[src/hw/rtl/obbsat_div.sv]
`timescale 1ns / 1ps
module obbsat_div #(
   parameter int NW = 64,
   parameter int DW = 32
) (
   input  logic          clock,
   input  logic          reset,
   input  logic          start,
   input  logic [NW-1:0] num,
   input  logic [DW-1:0] den,
   output logic          done,
   output logic [NW:0]   quo
);
   localparam int CW = $clog2(NW + 1);

   logic          busy_ff, busy_in, fin_ff, fin_in, done_ff, done_in;
   logic [CW-1:0] cnt_ff, cnt_in;
   logic [NW-1:0] n_ff, n_in, q_ff, q_in;
   logic [DW-1:0] r_ff, r_in, d_ff, d_in;
   logic [NW:0]   quo_ff, quo_in;
   logic [DW:0]   rt;

   always_comb begin
      busy_in = busy_ff;
      fin_in  = 1'b0;
      done_in = 1'b0;
      cnt_in  = cnt_ff;
      n_in    = n_ff;
      q_in    = q_ff;
      r_in    = r_ff;
      d_in    = d_ff;
      quo_in  = quo_ff;
      rt      = {r_ff, n_ff[NW-1]};
      if (start) begin
         busy_in = 1'b1;
         cnt_in  = '0;
         n_in    = num;
         d_in    = den;
         r_in    = '0;
         q_in    = '0;
      end else if (busy_ff) begin
         n_in = n_ff << 1;
         if (rt >= {1'b0, d_ff}) begin
            r_in = DW'(rt - {1'b0, d_ff});
            q_in = {q_ff[NW-2:0], 1'b1};
         end else begin
            r_in = rt[DW-1:0];
            q_in = {q_ff[NW-2:0], 1'b0};
         end
         cnt_in = CW'(cnt_ff + 1'b1);
         if (cnt_ff == CW'(NW - 1)) begin
            busy_in = 1'b0;
            fin_in  = 1'b1;
         end
      end
      // round half up on the final remainder
      if (fin_ff) begin
         quo_in  = {1'b0, q_ff} + (NW+1)'({r_ff, 1'b0} >= {1'b0, d_ff});
         done_in = 1'b1;
      end
   end

   always_ff @(posedge clock) begin
      if (reset) begin
         busy_ff <= 1'b0;
         fin_ff  <= 1'b0;
         done_ff <= 1'b0;
      end else begin
         busy_ff <= busy_in;
         fin_ff  <= fin_in;
         done_ff <= done_in;
      end
      cnt_ff <= cnt_in;
      n_ff   <= n_in;
      q_ff   <= q_in;
      r_ff   <= r_in;
      d_ff   <= d_in;
      quo_ff <= quo_in;
   end

   assign done = done_ff;
   assign quo  = quo_ff;
endmodule

[config.mk]
export PLATFORM = sky130hd
export DESIGN_NAME = obbsat_div
export DESIGN_NICKNAME = d
export VERILOG_FILES = /design/src/hw/rtl/obbsat_div.sv
export SDC_FILE = /design/constraint.sdc
export NUM_CORES = 1
export LEC_CHECK = 0
export ABC_CLOCK_PERIOD_IN_PS = 4500
export BUFFER_PORTS_ARGS = -buffer_cell sky130_fd_sc_hd__buf_4
export CAP_MARGIN = 20
export CORE_AREA = 4 4 121 209
export CTS_BUF_LIST = sky130_fd_sc_hd__clkbuf_16
export DETAILED_ROUTE_END_ITERATION = 8
export DIE_AREA = 0 0 125 213
export PLACE_DENSITY_LB_ADDON = 0.1
export SYNTH_ARGS = -nofsm -noshare
export SYNTH_HDL_FRONTEND = slang
export SYNTH_SLANG_ARGS = --single-unit
[constraint.sdc]
create_clock -name clock -period 4.5 [get_ports clock]
set_clock_uncertainty 0.15 [all_clocks]
set_input_delay 0.9 -clock clock [delete_from_list [all_inputs] [get_ports clock]]
set_output_delay 0.9 -clock clock [all_outputs]
set_load 0.01 [all_outputs]
---- Word-level counts from Yosys, hierarchy flattened ----
Index checks and enable logic that the tools add are counted.
word-level totals
  output and inout port bits .............. 66
  bits in registers ....................... 267
  input bits .............................. 99
  word-level logic and storage cells ...... 27
cells by class
  equality and inequality tests ........... 1
  multiplexer cells ....................... 9
  order comparisons ....................... 2
  add/sub/neg operators ................... 3
  reduce and logical (&&, ||, !) cells .... 2
  bitwise gates (word level) .............. 1
operators with widths
  cell                                                             number
  64-bit 2-to-1 mux                                                2
  33-bit by 32-bit greater-or-equal comparator with 1-bit output   2
  64-bit by 1-bit adder with 65-bit output                         1
  32-bit 2-to-1 mux                                                1
  32-bit subtractor                                                1
  7-bit by 1-bit adder with 7-bit output, second input constant    1
  7-bit by 6-bit == test with 1-bit output, second input constant  1
  1-bit 2-to-1 mux                                                 6
  3-bit OR reduction                                               1
  2-bit nonzero test                                               1
  1-bit NOT                                                        1

---- Longest topological paths before layout ----
  depth after elaboration ................. 4
  mapped depth ............................ 17
  mapped depth without buffers ............ 16

---- Least setup slack after synthesis ----
Ideal clock, no wire load.
  kind .................................... register to register
  start ................................... reg d_ff[15]
  end ..................................... reg quo_ff[63], in the netlist quo[63] (data pin)
  library setup time ...................... 0.266 ns
  stages on the path, launching flop included .. 17
  data required time ...................... 4.084 ns
  path buffers ............................ 1
  data arrival time ....................... 3.518 ns
  clock period less this slack ............ 3.934 ns
  path slack .............................. 0.566 ns
  path through ............................ edfxtp_1 -> inv_1 -> ha_1 -> buf_2 -> nand4_2 -> nor4_1 -> nand4_1 -> or4_4 -> o21ai_0 -> ha_1 -> nand3_1 -> nor2_1 -> nand3_1 -> nor2_1 -> nand2_1 -> nor3_1 -> xor2_1
on the way
  longest elaborated chain between the ends .. 2
RTL lines
  item                                                            RTL line  text
  start, declared                                                 19        logic [DW-1:0] r_ff, r_in, d_ff, d_in;
  start signal, assigned                                          77        d_ff <= d_in;
  33-bit by 32-bit greater-or-equal comparator with 1-bit output  58        quo_in = {1'b0, q_ff} + (NW+1)'({r_ff, 1'b0} >= {1'b0, d_ff});
  64-bit by 1-bit adder with 65-bit output                        58
  end signal, assigned                                            78        quo_ff <= quo_in;
  end, declared                                                   20        logic [NW:0] quo_ff, quo_in;
No other way between the ends.
A chain may end at the register's enable or synchronous reset.

---- Final worst setup path ----
  start ................................... reg d_ff[10]
  end ..................................... reg quo_ff[52], in the netlist quo[52] (data pin)
The elaborated chain is that of the path after synthesis.

==> results.toml <==
[clock_network]
hold_buffers = 0
cts_made_buffers = 25
path_clk_slew_ps = 70
clock-sinks = 267
clk_latency_ps = 530
cts.path.max_buffers = 3
clockRootBuffer = "clkbuf_16"
htreeDepth = 1
cts_tree = "done"

[timing]
setup_tns_ps = 0
worst_pin_slew_ps = 821.4
finalSetupViolCount = 0
finalMaxSlewViolations = 0
hold_violations = 0
setup_slack_ps = 355.6
final.period_utilization = 0.9210
finalCriticalPeriod_ps = 4144
slew_headroom = 0.4524
fmax_mhz = 241.3

[yosys]
synth_area_leaders = "edfxtp_1, dfxtp_1, mux2i_1, mux2_2, nor2_1"
yosys.area.top_type = "edfxtp_1"
ys.flop_type = "edfxtp_1"
ys_ff_latch = 267
synth_edf_count = 161
ys_warn_count = 0
avgSynthCellArea_um2 = 11.14
synthDistinctLibCells = 67
synthCells = 1150
synthesis.area_mm2 = 0.01281
post-synth-top-area-fraction = 0.3773
synthesis.nets = 1285
async_flop_share = 0
ys_seq_area_frac = 0.5430

[global_routing]
grt_overflow = 0
met2_usage = 0.3895
gr-usage-met1 = 0.2183
grt_start_max_net_pins = 91
grt_pass1_vias = 9214
grt_use_met3 = 0.02403
grt_pass1_wl_um = 44610
grt_busiest_layer = "met2"
antenna_found_initial = 0
grtUsageTotal = 0.2038

[worst_setup_path]
r2r_setup_slack_ps = 360
cp_cell_sequence = "inv_1, ha_1, nand3_1, nor4_1, nand4_1, or4_4, o21ai_1, ha_1, nand3_1, nor4_2, nand2_1, nor4b_4, buf_4, nand4_1, xnor2_1"
crit_start = "d_ff[10]$_DFFE_PP_"
r2r_start = "d_ff[10]$_DFFE_PP_"
max_stage_delay_ps = 560
crit_arrival_ps = 4280
cp_slowest_cell = "or4_4"
critPathCaptureType = "flip-flop"
critical_path.max_fanout = 8
path_class = "reg -> reg"
cp.required_ps = 4630
start_kind = "flip-flop"

[power]
power.density_mw_per_mm2 = 352.6
ir_drop_v = 0.0003454
power.leakage_nw = 6.135

[placed_design]
port_buffers = 164
hpwl_um = 19870
dpl_worst_slack_ps = 84.91
gp_congestion = 0.9057

[layout]
insertedDiodeCount = 0
fillers = 1922
nNetsFinal = 1449
seq_area_mm2 = 0.006962
drive_above_1_share = 0.2281
synthToLayoutAreaGrowth_pct = 18.86
multiInputGateArea_mm2 = 0.005463
layout_commonest_cell = "buf_4"
postLayoutCoreUtil = 0.6475
final_cell_mix = "buf_4, edfxtp_1, nor2_1"

[floorplan]
num_io_pins = 165
rows = 74
die_w_um = 125
dieArea_mm2 = 0.02663
initial_core_util = 0.5448
die_height_um = 213
core_mm2 = 0.02352

[hold_path]
min_path_type = "reg -> reg"
hold_start = "r_ff[2]$_SDFFE_PP0P_"

[run_status]
status = "complete, no violations"

[detailed_routing]
vias_per_cell = 5.524
drtIter0Drc = 424
wirelength_um = 27710
dr.pass1.iters = 4
route.detailed.drc = 0
vias = 9042
wl_per_cell_um = 16.92
ant_nets = 0

[job]
max_cap_viol_count = 0
-- area by class of cell --
cell class                 count  area share
clock buffer                  25     0.04108
clock inverter                21     0.01331
inverter                      48     0.01183
multi-input combinational    784      0.3587
sequential                   267      0.4572
tap                          304     0.02498
timing repair buffer         188     0.09293
-- synthesized netlist by cell type (7+ instances only) --
library cell    n
edfxtp_1      161
nor2_1        125
dfxtp_1       106
nand2_1        91
mux2i_1        71
mux2_2         63
a21oi_1        53
xnor2_1        50
inv_1          48
o21ai_0        39
nand3_1        37
xor2_1         37
ha_1           35
clkbuf_1       27
and3_1         22
nand4_1        18
buf_1          14
nor3_1         14
a21o_1         12
a311oi_1        9
and4_1          9
o21a_1          9
a211oi_1        7
buf_2           7
nor2b_1         7
-- final timing paths --
kind	to	cells past startpoint
min reg2reg	r_ff[2]$_SDFFE_PP0P_	2
min	r_ff[2]$_SDFFE_PP0P_	2
max reg2reg	quo[52]$_DFFE_PP_	15
max	quo[52]$_DFFE_PP_	15
-- metrics by stage --
step / area [um^2] / hold slack (ps) / cells / total power [mW]
after CTS: 15220 / 337.9 / 1636 / 5.432
after global placement: 14390 / 315.1 / 1590 / 3.280
after global routing: 15230 / 374.3 / 1637 / 5.581
final: 15230 / 334.3 / 1637 / 5.369
after floorplan: 12810 / 302.6 / 1150 / 3.118
after detailed placement: 14390 / 331.9 / 1590 / 3.290
-- sequential cells by signal (all words and copies together) (netlist names) --
signal and cells:
quo 65, n_ff 64, q_ff 64, d_ff 32
r_ff 32, cnt_ff 7, busy_ff 1, done 1
fin_ff 1
-- worst max-delay path, delay by kind of cell (launching register included) --
family                     cells  cell delay [ps]
AOI/OAI and AO/OA              1              250
xor gates and xnor gates       1              160
adders and majority gates      2              630
buffers and inverters          2              240
DFF                            1              330
and+or+nand+nor                9             2140
-- metal layers --
layer | share of wire | wire (um)
met1 | 0.37 | 10130
met2 | 0.54 | 15070
met3 | 0.040 | 1115
met4 | 0.050 | 1389
met5 | 0 | 0
-- power breakdown --
part	leakage (nW)	total, mW	switching (mW)	internal, mW
clock	0.429	2.13	0.891	1.24
combinational	3.29	0.506	0.272	0.235
sequential	2.42	2.73	0.0339	2.70
total	6.13	5.37	1.20	4.17
-- cell families (layout without fill, tap and decap cells) --
family	count (synthesis)	after routing	share of synthesized area
AO/OA/AOI/OAI	177	177	0.09063
XOR/XNOR	87	87	0.05947
adder cells (fa/ha/maj)	36	36	0.03574
buffers and inverters	99	282	0.03066
flip-flops	267	267	0.5430
multiplexers	134	134	0.1108
AND/OR/NAND/NOR	350	350	0.1297
-- repair_timing --
item / 4_1_cts / 5_1_grt
setup endpoints to repair: 0 / 13
gates resized for setup: 0 / 1
buffers inserted: 0 / 1
(Power assumes the default switching activity.)
